<file path="config.mk">
export PLATFORM = sky130hd
export DESIGN_NAME = json_string_escaper_core
export DESIGN_NICKNAME = d
export VERILOG_FILES = /design/src/sv/jse_pkg.sv /design/src/sv/jse_front.sv /design/src/sv/jse_fifo.sv /design/src/sv/jse_back.sv /design/src/sv/json_string_escaper_core.sv
export SDC_FILE = /design/constraint.sdc
export NUM_CORES = 1
export LEC_CHECK = 0
export BUFFER_PORTS_ARGS = -buffer_cell sky130_fd_sc_hd__buf_2
export CORE_MARGIN = 2
export CORE_UTILIZATION = 54
export CTS_CLUSTER_DIAMETER = 50
export DETAILED_ROUTE_END_ITERATION = 10
export GPL_ROUTABILITY_DRIVEN = 1
export GPL_TIMING_DRIVEN = 1
export PLACE_DENSITY = 0.82
export SYNTH_ARGS = -nofsm -noshare
export SYNTH_HDL_FRONTEND = slang
export SYNTH_SLANG_ARGS = --single-unit
</file>
<file path="constraint.sdc">
create_clock -name clk_i -period 2.8 [get_ports clk_i]
set_input_delay 0.28 -clock clk_i [delete_from_list [all_inputs] [get_ports clk_i]]
set_output_delay 0.28 -clock clk_i [all_outputs]
set_load 0.1 [all_outputs]
</file>
<file path="src/sv/jse_pkg.sv">
// Shared types, character codes and the byte sequencer function for the JSON string escaper.
package jse_pkg;

  localparam logic [7:0] QuoteCh  = 8'h22;
  localparam logic [7:0] BslashCh = 8'h5C;
  localparam logic [7:0] DelCh    = 8'h7F;
  localparam logic [7:0] CtrlTop  = 8'h20;
  localparam logic [7:0] ZeroCh   = 8'h30;
  localparam logic [7:0] UpperACh = 8'h41;
  localparam logic [7:0] LowerUCh = 8'h75;
  localparam logic [7:0] LowerNCh = 8'h6E;
  localparam logic [7:0] LowerLCh = 8'h6C;

  typedef enum logic [1:0] {
    KIND_DATA  = 2'd0,
    KIND_EMPTY = 2'd1,
    KIND_NULL  = 2'd2
  } kind_e;

  typedef enum logic [2:0] {
    OP_PLAIN = 3'd0,
    OP_BSESC = 3'd1,
    OP_UESC  = 3'd2,
    OP_EMPTY = 3'd3,
    OP_NULL  = 3'd4
  } op_e;

  typedef struct packed {
    op_e        op;
    logic [7:0] data;
    logic       first;
    logic [2:0] last_idx;
  } desc_t;

  localparam int unsigned DescW = $bits(desc_t);

  function automatic logic [7:0] hex_char(input logic [3:0] nib);
    logic [7:0] r;
    if (nib < 4'd10) begin
      r = ZeroCh + {4'b0, nib};
    end else begin
      r = UpperACh + {4'b0, nib} - 8'd10;
    end
    return r;
  endfunction

  function automatic logic [7:0] byte_at(input desc_t d, input logic [2:0] idx);
    logic [2:0] pos;
    logic [7:0] r;
    pos = idx - {2'b0, d.first};
    r   = QuoteCh;
    unique case (d.op)
      OP_EMPTY: r = QuoteCh;
      OP_NULL: begin
        unique case (idx[1:0])
          2'd0:    r = LowerNCh;
          2'd1:    r = LowerUCh;
          default: r = LowerLCh;
        endcase
      end
      OP_PLAIN: begin
        if (!(d.first && idx == 3'd0) && pos == 3'd0) r = d.data;
      end
      OP_BSESC: begin
        if (!(d.first && idx == 3'd0)) begin
          if (pos == 3'd0) r = BslashCh;
          else if (pos == 3'd1) r = d.data;
        end
      end
      OP_UESC: begin
        if (!(d.first && idx == 3'd0)) begin
          unique case (pos)
            3'd0:    r = BslashCh;
            3'd1:    r = LowerUCh;
            3'd2:    r = ZeroCh;
            3'd3:    r = ZeroCh;
            3'd4:    r = hex_char(d.data[7:4]);
            3'd5:    r = hex_char(d.data[3:0]);
            default: r = QuoteCh;
          endcase
        end
      end
      default: r = QuoteCh;
    endcase
    return r;
  endfunction

endpackage

</file>
<file path="src/sv/jse_front.sv">
// Front end: classifies each input item into an expansion descriptor.
module jse_front (
  input  logic [1:0]     kind_i,
  input  logic [7:0]     in_byte_i,
  input  logic           is_first_i,
  input  logic           is_last_i,
  output logic           defined_o,
  output jse_pkg::desc_t desc_o
);
  import jse_pkg::*;

  logic [2:0] body_last;

  always_comb begin
    desc_o    = '0;
    defined_o = 1'b1;
    body_last = 3'd0;
    desc_o.data  = in_byte_i;
    unique case (kind_e'(kind_i))
      KIND_EMPTY: begin
        desc_o.op       = OP_EMPTY;
        desc_o.last_idx = 3'd1;
      end
      KIND_NULL: begin
        desc_o.op       = OP_NULL;
        desc_o.last_idx = 3'd3;
      end
      KIND_DATA: begin
        desc_o.first = is_first_i;
        if (in_byte_i < CtrlTop || in_byte_i == DelCh) begin
          desc_o.op = OP_UESC;
          body_last = 3'd5;
        end else if (in_byte_i == QuoteCh || in_byte_i == BslashCh) begin
          desc_o.op = OP_BSESC;
          body_last = 3'd1;
        end else begin
          desc_o.op = OP_PLAIN;
          body_last = 3'd0;
        end
        desc_o.last_idx = body_last + {2'b0, is_first_i} + {2'b0, is_last_i};
      end
      default: defined_o = 1'b0;
    endcase
  end

endmodule

</file>
<file path="src/sv/jse_fifo.sv">
// Short descriptor queue between the front and back ends.
module jse_fifo #(
  parameter int unsigned Width = 16,
  parameter int unsigned Depth = 4
) (
  input  logic             clk_i,
  input  logic             rst_ni,
  input  logic             push_i,
  input  logic [Width-1:0] push_data_i,
  output logic             full_o,
  input  logic             pop_i,
  output logic             empty_o,
  output logic [Width-1:0] head_o
);
  localparam int unsigned PtrW = (Depth > 1) ? $clog2(Depth) : 1;
  localparam int unsigned CntW = $clog2(Depth + 1);

  logic [Width-1:0] mem_q [Depth];
  logic [PtrW-1:0]  wr_q, wr_d, rd_q, rd_d;
  logic [CntW-1:0]  cnt_q, cnt_d;
  logic             do_push, do_pop;

  assign full_o  = (cnt_q == CntW'(Depth));
  assign empty_o = (cnt_q == '0);
  assign head_o  = mem_q[rd_q];
  assign do_push = push_i && !full_o;
  assign do_pop  = pop_i && !empty_o;

  always_comb begin
    wr_d  = wr_q;
    rd_d  = rd_q;
    cnt_d = cnt_q;
    if (do_push) wr_d = (wr_q == PtrW'(Depth - 1)) ? '0 : wr_q + 1'b1;
    if (do_pop)  rd_d = (rd_q == PtrW'(Depth - 1)) ? '0 : rd_q + 1'b1;
    if (do_push && !do_pop) cnt_d = cnt_q + 1'b1;
    else if (do_pop && !do_push) cnt_d = cnt_q - 1'b1;
  end

  always_ff @(posedge clk_i or negedge rst_ni) begin
    if (!rst_ni) begin
      wr_q  <= '0;
      rd_q  <= '0;
      cnt_q <= '0;
    end else begin
      wr_q  <= wr_d;
      rd_q  <= rd_d;
      cnt_q <= cnt_d;
    end
  end

  always_ff @(posedge clk_i) begin
    if (do_push) mem_q[wr_q] <= push_data_i;
  end

endmodule

</file>
<file path="src/sv/jse_back.sv">
// Back end: expands descriptors to escaped bytes in an output reg, one per unstalled cycle.
module jse_back (
  input  logic           clk_i,
  input  logic           rst_ni,
  input  logic           head_valid_i,
  input  jse_pkg::desc_t head_i,
  output logic           pop_o,
  output logic           out_valid_o,
  output logic [7:0]     out_byte_o,
  output logic           out_last_o,
  input  logic           out_ready_i
);
  import jse_pkg::*;

  logic       valid_q, valid_d;
  logic [7:0] byte_q, byte_d;
  logic       last_q, last_d;
  logic [2:0] step_q, step_d;
  logic       load, at_end;

  assign load   = head_valid_i && (!valid_q || out_ready_i);
  assign at_end = (step_q == head_i.last_idx);
  assign pop_o  = load && at_end;

  always_comb begin
    valid_d = valid_q;
    byte_d  = byte_q;
    last_d  = last_q;
    step_d  = step_q;
    if (out_ready_i) valid_d = 1'b0;
    if (load) begin
      valid_d = 1'b1;
      byte_d  = byte_at(head_i, step_q);
      last_d  = at_end;
      step_d  = at_end ? 3'd0 : step_q + 3'd1;
    end
  end

  always_ff @(posedge clk_i or negedge rst_ni) begin
    if (!rst_ni) begin
      valid_q <= 1'b0;
      step_q  <= 3'd0;
    end else begin
      valid_q <= valid_d;
      step_q  <= step_d;
    end
  end

  always_ff @(posedge clk_i) begin
    byte_q <= byte_d;
    last_q <= last_d;
  end

  assign out_valid_o = valid_q;
  assign out_byte_o  = byte_q;
  assign out_last_o  = last_q;

endmodule

</file>
<file path="src/sv/json_string_escaper_core.sv">
// Top level of the JSON string escaper: front classifier, descriptor queue, byte expander.
// An item's first byte passes through the queue and then the output register.
// The expander emits one output byte per cycle while m_axis_tready allows; an item expands
// to 1 to 8 bytes, so plain bytes stream at one item per cycle when the output is not stalled.
// Input is taken while the descriptor queue has room. Kind 3 is accepted and dropped.
// Reset empties the queue and the output register; no clearing pass.
module json_string_escaper_core #(
  parameter int unsigned QueueDepth = 4
) (
  input  logic        clk_i,
  input  logic        rst_ni,
  input  logic        s_axis_tvalid,
  output logic        s_axis_tready,
  input  logic [15:0] s_axis_tdata,  // [7:0] in_byte, [8] is_first, [15:9] zero
  input  logic        s_axis_tlast,  // is_last
  input  logic [1:0]  s_axis_tuser,  // [1:0] kind
  output logic        m_axis_tvalid,
  input  logic        m_axis_tready,
  output logic [7:0]  m_axis_tdata,  // [7:0] out_byte
  output logic        m_axis_tlast   // last_of_run
);
  import jse_pkg::*;

  desc_t      front_desc, head_desc;
  logic       defined, q_full, q_empty, pop;
  logic [DescW-1:0] head_bits;

  jse_front u_front (
    .kind_i     (s_axis_tuser),
    .in_byte_i  (s_axis_tdata[7:0]),
    .is_first_i (s_axis_tdata[8]),
    .is_last_i  (s_axis_tlast),
    .defined_o  (defined),
    .desc_o     (front_desc)
  );

  assign s_axis_tready = !q_full;

  jse_fifo #(
    .Width (DescW),
    .Depth (QueueDepth)
  ) u_fifo (
    .clk_i       (clk_i),
    .rst_ni      (rst_ni),
    .push_i      (s_axis_tvalid && defined),
    .push_data_i (front_desc),
    .full_o      (q_full),
    .pop_i       (pop),
    .empty_o     (q_empty),
    .head_o      (head_bits)
  );

  assign head_desc = desc_t'(head_bits);

  jse_back u_back (
    .clk_i        (clk_i),
    .rst_ni       (rst_ni),
    .head_valid_i (!q_empty),
    .head_i       (head_desc),
    .pop_o        (pop),
    .out_valid_o  (m_axis_tvalid),
    .out_byte_o   (m_axis_tdata),
    .out_last_o   (m_axis_tlast),
    .out_ready_i  (m_axis_tready)
  );

endmodule

</file>
==> impl_metrics.ini, run 1 <==
[worst_setup_path]
path_class = reg -> reg
critPathMostFrequentCell = ha_4
crit_fanout = 8
start_kind = flip-flop
arrival_ns = 2.98
required_ns = 3.00
cp-end-kind = flip-flop
slowest_delay_ns = 0.59
path_buf_inv = 2
critical_path.top_delay_family = compound AO/OA/AOI/OAI gates
crit_chain = mux4_2, ha_4, ha_4, inv_2, buf_6, a2111oi_4, o21ai_1, a211o_1, o31ai_2
cp_slowest_cell = mux4_2

[floorplan]
pin_count = 34
start_util = 0.549
rows = 31
dieArea_mm2 = 0.00800
die_w_um = 89.4
core_mm2 = 0.00718
die_h_um = 89.4

[final_layout]
most-common-layout-cells = 69 x edfxtp_1, 26 x buf_2, 21 x buf_4
antenna_cells = 0
final_common_cell = edfxtp_1
post-route-util = 0.648
fin_nets = 369
finish.instance_area_mm2 = 0.00465
syn2layout_area_growth_pct = 18.0
drive_gt1_frac = 0.313

[timing]
period_share = 0.996
fin_ws_ns = 0.0108
slew_headroom = 0.473
final-max-slew-violation-count = 0
fin_skew_ns = 0.00539
finalCriticalPeriod_ns = 2.79
rsz0062_at_grt = true
final-hold-violation-count = 0
setup_violations = 0
worst_slew_pin_slew_ns = 0.790
fmax_mhz = 359

[logic_synthesis]
synth_top_area_share = 0.526
syn_nets = 317
synth_cells = 278
synthTopCellsByArea = edfxtp_1 53%, mux4_2 7.4%, dfrtp_1 7.0%
synth_edf_count = 69
yosys_most_used_dff = edfxtp_1
synth-seq-cells = 80
async_reset_ff_frac = 0.138
avgSynthCellArea_um2 = 14.2
synth_warnings = 0
yosysSeqAreaShare = 0.595
ys_types = 54
netlist_area_mm2 = 0.00394
synth.largest_area_cell = edfxtp_1

[cts]
clk_pin_slew_ns = 0.08
clock_path_buffers = 2
clockRootBuffer = clkbuf_8
clk-insertion-delay-late_ns = 0.36
cts_num_sinks = 80
cts_buffers = 9
cts_tree = built
htree_levels = 3

[route]
num_vias = 2486
wirelength_um = 8040
remaining_drc_errors = 0
vias_per_cell = 5.73
drt_first_pass_iters = 5
post_drt_wl_per_cell_um = 18.5
drt-initial-drc-count = 176
ant_nets = 0

[global_route]
grt_max_degree = 17
overflow = 0
grtUsageTotal = 0.215
grt_pass1_wl_um = 12300
antenna_found_initial = 0
grt_pass1_vias = 2390

[worst_hold_path]
hold_class = in -> reg

[pwr]
p_leak_uw = 0.00174
p_total_uw = 5970
power.density_mw_per_mm2 = 1280
vdd_drop_max_uv = 422

[placement]
io_buffers = 26
postPlaceCellArea_mm2 = 0.00427
place.gp.congestion = 0.943
dp_slack_ns = -0.0755
dp_hpwl_um = 5010

[run_status]
status = completed

[job]
maxCapViolCount = 0
## stage by stage
stage	hold slack [ns]	TNS [ns]	instances
after global routing	0.168	-0.314	434
after CTS	0.159	0	429
after floorplan	-0.0156	0	278
after detailed placement	0.165	-0.214	411
final	0.158	0	434
after global placement	0.159	-0.0268	411
## timing repair
item | in CTS | in global routing
buffers inserted | 1 | 5
hold buffers | 1 | 0
resized for setup | 3 | 18
setup endpoints to repair | 6 | 6
pin swaps | 0 | 11
hold endpoints to repair | 11 | 0
## kinds of logic after synthesis
kind of cell	share of synthesized area
and+or+nand+nor	0.0952
xor gates and xnor gates	0.0244
muxes	0.0962
DFF	0.595
buffers and inverters	0.0365
AOI/OAI and AO/OA	0.0876
adders and majority gates	0.0647
## final timing paths
kind / from / end / slack (ns) / cells after the start
max in group asynchronous: rst_ni / u_fifo.rd_q[0] / 2.27 / 2
hold reg to reg: u_fifo.cnt_q[2] / u_fifo.cnt_q[2] / 0.53 / 1
setup reg to reg: u_fifo.rd_q[0] / u_back.out_byte_o[2] / 0.01 / 9
min in group asynchronous: rst_ni / u_back.step_q[2] / 0.31 / 2
setup / recovery: u_fifo.rd_q[0] / u_back.out_byte_o[2] / 0.01 / 9
hold / removal: s_axis_tdata[2] / u_fifo.mem_q[1][6] / 0.16 / 1
## synth_stat cells (all sizes together), types with 3 or more instances
library cell / number
a211oi: 4
a21o: 3
a21oi: 15
and2: 4
and3: 3
buf: 6
clkbuf: 3
dfrtp: 11
edfxtp: 69
ha: 14
inv: 21
maj3: 4
mux2: 3
mux4: 15
nand2: 19
nand3: 5
nor2: 16
nor3: 7
o21ai: 8
o22ai: 4
or2: 3
or3: 4
xnor2: 6
xor2: 5
## metal layers
layer | wire [um] | vias up | global-route usage
met5 | 0 | - | 0
met4 | 195 | 0 | 0.0773
met2 | 4210 | 93 | 0.359
met3 | 446 | 17 | 0.0508
met1 | 3190 | 1219 | 0.275
li1 | - | 1157 | -
## flip-flops by register name, indices dropped and copies added, names as in the netlist
| name | count |
|---|---|
| u_back.out_byte_o | 8 |
| u_back.out_last_o | 1 |
| u_back.out_valid_o | 1 |
| u_back.step_q | 3 |
| u_fifo.cnt_q | 3 |
| u_fifo.mem_q | 60 |
| u_fifo.rd_q | 2 |
| u_fifo.wr_q | 2 |
## report_power, final
group | leakage [uW] | switching, uW | internal (uW)
Sequential | 0.000769 | 171 | 1620
Combinational | 0.000858 | 1970 | 1260
Clock | 0.000112 | 442 | 512
Total | 0.00174 | 2580 | 3390
## final cells by class
type	instances	area, um^2
Tap cell	99	124
Fill cell	474	2520
Sequential cell	80	2350
Clock buffer	9	124
Multi-Input combinational cell	168	1560
Timing Repair Buffer	50	320
Clock inverter	7	101
Inverter	21	78.8
No activity file was read; power rests on OpenSTA's default activity.
==> run 2: changes to the inputs <==
--- a/config.mk
+++ b/config.mk
@@ -7,12 +7,13 @@
 export LEC_CHECK = 0
 export BUFFER_PORTS_ARGS = -buffer_cell sky130_fd_sc_hd__buf_2
 export CORE_MARGIN = 2
-export CORE_UTILIZATION = 54
+export CORE_UTILIZATION = 60
 export CTS_CLUSTER_DIAMETER = 50
 export DETAILED_ROUTE_END_ITERATION = 10
 export GPL_ROUTABILITY_DRIVEN = 1
 export GPL_TIMING_DRIVEN = 1
-export PLACE_DENSITY = 0.82
+export MAX_ROUTING_LAYER = met4
+export PLACE_DENSITY = 0.86
 export SYNTH_ARGS = -nofsm -noshare
 export SYNTH_HDL_FRONTEND = slang
 export SYNTH_SLANG_ARGS = --single-unit
==> constraint.sdc (replaced) <==
create_clock -name clk_i -period 3.6 [get_ports clk_i]
set_input_delay 0.18 -clock clk_i [delete_from_list [all_inputs] [get_ports clk_i]]
set_output_delay 0.18 -clock clk_i [all_outputs]
set_load 0.1 [all_outputs]
==> run 2 against run 1 <==
Compared with the run above:
- design area fell by 6.9%
- first-iteration DRC count fell by 21%
- fmax is 9.8% lower
- register-to-register slack better by 0.50 ns
- critical path depth is the same
- utilization grew 3.4 points
- clock power fell by 31%
==> impl_metrics.ini, run 2 (synthesis gave the netlist of run 1 again) <==
[floorplan]
pin_count = 34
die_h_um = 85.1
rows = 29
dieArea_mm2 = 0.00724
start_util = 0.621
core_mm2 = 0.00635
die_w_um = 85.1

[global_route]
grtUsageTotal = 0.218
overflow = 0
grt_max_degree = 18
grt_pass1_wl_um = 11400
antenna_found_initial = 0
grt_pass1_vias = 2299

[worst_setup_path]
arrival_ns = 3.34
slowest_delay_ns = 0.66
start_kind = flip-flop
crit_fanout = 17
cp-end-kind = flip-flop
path_class = reg -> reg
required_ns = 3.84
cp_slowest_cell = mux4_1
timing.rr.start = u_fifo.rd_q[0]
crit_path_start = u_fifo.rd_q[0]
path_buf_inv = 2
crit_chain = buf_4, mux4_1, xnor2_1, nor3_4, nand2_1, ha_1, inv_1, fa_1, mux2_2
critical_path.top_delay_family = multiplexers

[cts]
clk-insertion-delay-late_ns = 0.36
clockRootBuffer = clkbuf_8
cts_tree = built
cts_num_sinks = 80
cts_buffers = 9
clk_pin_slew_ns = 0.08
clock_path_buffers = 2
cts_setup_buffers = 0
htree_levels = 3

[placement]
placed_cells = 375
io_buffers = 26
dp_hpwl_um = 4940
place.gp.congestion = 0.942

[final_layout]
drive_gt1_frac = 0.213
layout.cells.non_filler = 392
largest_reg_flops = 60
fin_nets = 349
antenna_cells = 0
top_register = u_fifo.mem_q
most-common-layout-cells = 69 x edfxtp_1, 26 x buf_2, 21 x inv_1
syn2layout_area_growth_pct = 9.90
final_common_cell = edfxtp_1

[timing]
slew_headroom = 0.483
fin_skew_ns = 0.0110
final-max-slew-violation-count = 0
fmax_mhz = 323
worst_slew_pin_slew_ns = 0.776
period_share = 0.859
fin_tns_setup_ns = 0
setup_violations = 0
final-hold-violation-count = 0
rsz0062_at_grt = false
finalCriticalPeriod_ns = 3.09

[route]
post_drt_wl_per_cell_um = 18.0
vias_per_cell = 6.08
drt_first_pass_iters = 4
drt-initial-drc-count = 139
num_vias = 2384
remaining_drc_errors = 0
wirelength_um = 7050
ant_nets = 0

[run_status]
status = completed

[worst_hold_path]
hold_class = in -> reg
worstHoldStart = m_axis_tready

[job]
maxCapViolCount = 0

[pwr]
power.density_mw_per_mm2 = 951
p_total_uw = 4120
vdd_drop_max_uv = 963
p_leak_uw = 0.00160
[run 2: timing repair]
| item | 4_1_cts | 5_1_grt |
|---|---|---|
| endpoints found under the hold margin | 11 | 0 |
| gates resized for setup | 0 | 0 |
| hold buffers | 1 | 0 |
[run 2: area by class of cell]
class	instances	area, um^2
multi-input cells	168	1450
flip-flops and latches	80	2350
inverters	21	78.8
well taps	77	96.3
repair buffers	30	163
clock inverters	6	68.8
fillers	432	2020
clock buffers	10	128
[run 2: final timing paths]
| kind | to | slack (ns) | cells after the start |
|---|---|---|---|
| setup / recovery | u_fifo.cnt_q[1] | 0.51 | 9 |
| hold / removal | u_back.out_valid_o | 0.07 | 4 |
| setup reg to reg | u_fifo.cnt_q[1] | 0.51 | 9 |
| hold reg to reg | u_back.out_valid_o | 0.51 | 2 |
| max in group asynchronous | u_fifo.rd_q[0] | 3.18 | 2 |
| min in group asynchronous | u_fifo.rd_q[1] | 0.22 | 2 |
[run 2: per-layer routing]
layer  vias to the layer above  wire length (um)  track usage
li1                       1118                 -            -
met1                      1183              3000        0.267
met2                        69              3560        0.357
met3                        14               324       0.0379
met4                         0               155       0.0996
met5                         -                 0            -
[run 2: power breakdown]
group	total (uW)	switching, uW	internal (uW)
clock	661	337	324
sequential	1350	93.8	1260
combinational	2110	1400	705
total	4120	1830	2290
[run 2: worst reg2reg max path: stages, from the launching register on]
cell and delay [ns]:
dfrtp_1 0.38, buf_4 0.31, mux4_1 0.67, xnor2_1 0.19, nor3_4 0.26, nand2_1 0.17
ha_1 0.29, inv_1 0.09, fa_1 0.38, mux2_2 0.26
[run 2: through the flow]
| step | area [um^2] | hold WS [ns] | setup WS [ns] | utilization |
|---|---|---|---|---|
| after floorplan | 3940 | -0.116 | 0.774 | - |
| after global placement | 4130 | 0.0534 | 0.614 | 0.650 |
| after detailed placement | 4130 | 0.0576 | 0.505 | 0.650 |
| after CTS | 4330 | 0.0483 | 0.479 | 0.682 |
| after global routing | 4330 | 0.0600 | 0.303 | 0.682 |
| final | 4330 | 0.0707 | 0.507 | 0.682 |
==> run 3: changes to the inputs <==
--- a/config.mk
+++ b/config.mk
@@ -16,4 +16,5 @@
 export PLACE_DENSITY = 0.86
 export SYNTH_ARGS = -nofsm -noshare
 export SYNTH_HDL_FRONTEND = slang
+export SYNTH_HIERARCHICAL = 1
 export SYNTH_SLANG_ARGS = --single-unit
==> run 3 against run 2 <==
Compared with the run above:
- die area grew 2.8%
- first-iteration DRC count rose by 18%
- synthesized cell count increased by 1.8%
- flip-flop and latch count stayed put
- worst hold slack better by 0.015 ns
- power rose by 0.19%
- highest routed layer unchanged
==> impl_metrics.ini, run 3 <==
[global_route]
antenna_found_initial = 0
grt_max_degree = 18
grtUsageTotal = 0.225
overflow = 0
grt_pass1_vias = 2351
grt_pass1_wl_um = 12000

[pwr]
p_switching_uw = 1820
p_seq_frac = 0.348
power.density_mw_per_mm2 = 941
vdd_drop_max_uv = 402
p_leak_uw = 0.00159
pwr-share-comb = 0.489
p_sw_frac = 0.440
clkPwrFrac = 0.163
p_int_uw = 2310

[route]
ant_nets = 0
post_drt_wl_per_cell_um = 19.2
remaining_drc_errors = 0
wirelength_um = 7420
num_vias = 2411
drt_first_pass_iters = 5
vias_per_cell = 6.23
drt-initial-drc-count = 164

[final_layout]
layout.cells.non_filler = 387
drive_gt1_frac = 0.229
antenna_cells = 0
top_register = u_fifo/mem_q
post-route-util = 0.679
final_common_cell = edfxtp_1
syn2layout_area_growth_pct = 8.14
fin_nets = 344
most-common-layout-cells = 69 x edfxtp_1, 26 x buf_2, 17 x inv_1
largest_reg_flops = 60

[worst_hold_path]
worstHoldStart = s_axis_tdata[2]
hold_class = in -> reg

[worst_setup_path]
path_class = reg -> reg
rr_endpoint = u_back/out_byte_o[1]
crit_path_start = u_fifo/rd_q[1]
r2r_cells = 7
arrival_ns = 3.21
timing.rr.start = u_fifo/rd_q[1]
ff2ff_setup_slack_ns = 0.45
crit_fanout = 17
cp-end-kind = flip-flop
required_ns = 3.66
endpoint = u_back/out_byte_o[1]
start_kind = flip-flop

[floorplan]
pin_count = 34
dieArea_mm2 = 0.00744
rows = 29
start_util = 0.628
die_h_um = 86.2
core_mm2 = 0.00646
die_w_um = 86.2

[placement]
placed_cells = 370
place.gp.congestion = 0.875
dp_hpwl_um = 4940
io_buffers = 26

[logic_synthesis]
synth_cells = 283
async_reset_ff_frac = 0.138
avgSynthCellArea_um2 = 14.3
synth.largest_area_cell = edfxtp_1
synth_top_area_share = 0.511
synth_edf_count = 69
synth_warnings = 6
ys_types = 59
synthTopCellsByArea = edfxtp_1 51%, mux4_2 8.3%, dfrtp_1 6.8%
yosysSeqAreaShare = 0.578
synthTopCellsByCount = 69 x edfxtp_1, 17 x inv_1, 15 x mux4_2
netlist_area_mm2 = 0.00406
post-synth-top-count-cell = edfxtp_1
yosys_most_used_dff = edfxtp_1
synth-seq-cells = 80
syn_nets = 322

[timing]
rsz0062_at_grt = false
final-hold-violation-count = 0
worst_slew_pin_slew_ns = 0.839
slew_headroom = 0.441
fmax_mhz = 317
final-max-slew-violation-count = 0
fin_skew_ns = 0.0122
period_share = 0.875
finalCriticalPeriod_ns = 3.15
fin_tns_setup_ns = 0
setup_violations = 0

[cts]
post_cts_resized = 0
cts_setup_buffers = 0
cts_tree = built
clock_path_buffers = 2
clk_pin_slew_ns = 0.09
clockRootBuffer = clkbuf_8
cts_buffers = 9
htree_levels = 3
cts_num_sinks = 80
clk-insertion-delay-late_ns = 0.35

[run_status]
status = completed

[job]
maxCapViolCount = 0
[run 3: area by class of cell]
| cell class | count | area, um^2 |
|---|---|---|
| clock buffers | 10 | 128 |
| clock inverters | 6 | 72.6 |
| fillers | 443 | 2070 |
| inverters | 19 | 71.3 |
| multi-input cells | 165 | 1510 |
| flip-flops and latches | 80 | 2350 |
| well taps | 77 | 96.3 |
| repair buffers | 30 | 163 |
[run 3: through the flow]
step	power, uW	area (um^2)	hold slack [ns]	setup WS, ns
after floorplan	3080	4060	-0.116	0.899
after global placement	3390	4180	0.0576	0.705
after detailed placement	3450	4180	0.0615	0.637
after CTS	4140	4390	0.0745	0.482
after global routing	4370	4390	0.0671	0.368
final	4130	4390	0.0857	0.450
[run 3: power by group through the flow]
| stage | registers, uW | logic (uW) | clock network (uW) |
|---|---|---|---|
| after floorplan | 1730 | 1350 | 0 |
| after global placement | 1440 | 1950 | 0 |
| after detailed placement | 1460 | 1990 | 0 |
| after CTS | 1440 | 2010 | 685 |
| after global routing | 1470 | 2180 | 723 |
| final | 1440 | 2020 | 673 |
[run 3: cells by family (layout without fill, tap and decap cells)]
kind of cell | count (synthesis) | count (layout) | synth area share
XOR/XNOR | 11 | 11 | 0.0284
buffers and inverters | 38 | 65 | 0.0493
flip-flops | 80 | 80 | 0.578
multiplexers | 20 | 20 | 0.0987
AO/OA/AOI/OAI | 57 | 57 | 0.104
AND/OR/NAND/NOR | 58 | 58 | 0.0808
adder cells (fa/ha/maj) | 19 | 19 | 0.0604
[run 3: worst min-delay path by stage]
stage                         end  slack (ns)  cells after the start
3_3_place_gp   u_back/out_valid_o        0.06                      1
4_1_cts        u_fifo/mem_q[3][6]        0.07                      1
2_1_floorplan  u_back/out_valid_o       -0.12                      0
3_5_place_dp   u_back/out_valid_o        0.06                      1
5_1_grt        u_fifo/mem_q[3][6]        0.07                      1
6_report       u_fifo/mem_q[3][6]        0.09                      1
[run 3: routing by layer]
layer  track usage  part of all wire  up-vias  routed length, um
li1              -                 -     1124                  -
met1         0.277              0.43     1186               3180
met2         0.365              0.51       92               3750
met3        0.0590             0.051        9                375
met4        0.0767             0.015        0                111
met5             -                 0        -                  0
[run 3: what timing repair did]
action / CTS / global route
hold buffers: 1 / 0
endpoints found under the hold margin: 11 / 0
setup endpoints to repair: 0 / 0
[run 3: worst max-delay path: stages (launching register included)]
cell and delay, ns:
dfrtp_1 0.82, mux4_2 0.46, ha_1 0.24, ha_1 0.21
a211o_1 0.31, a2111oi_0 0.49, o41a_1 0.20, nand4_1 0.13
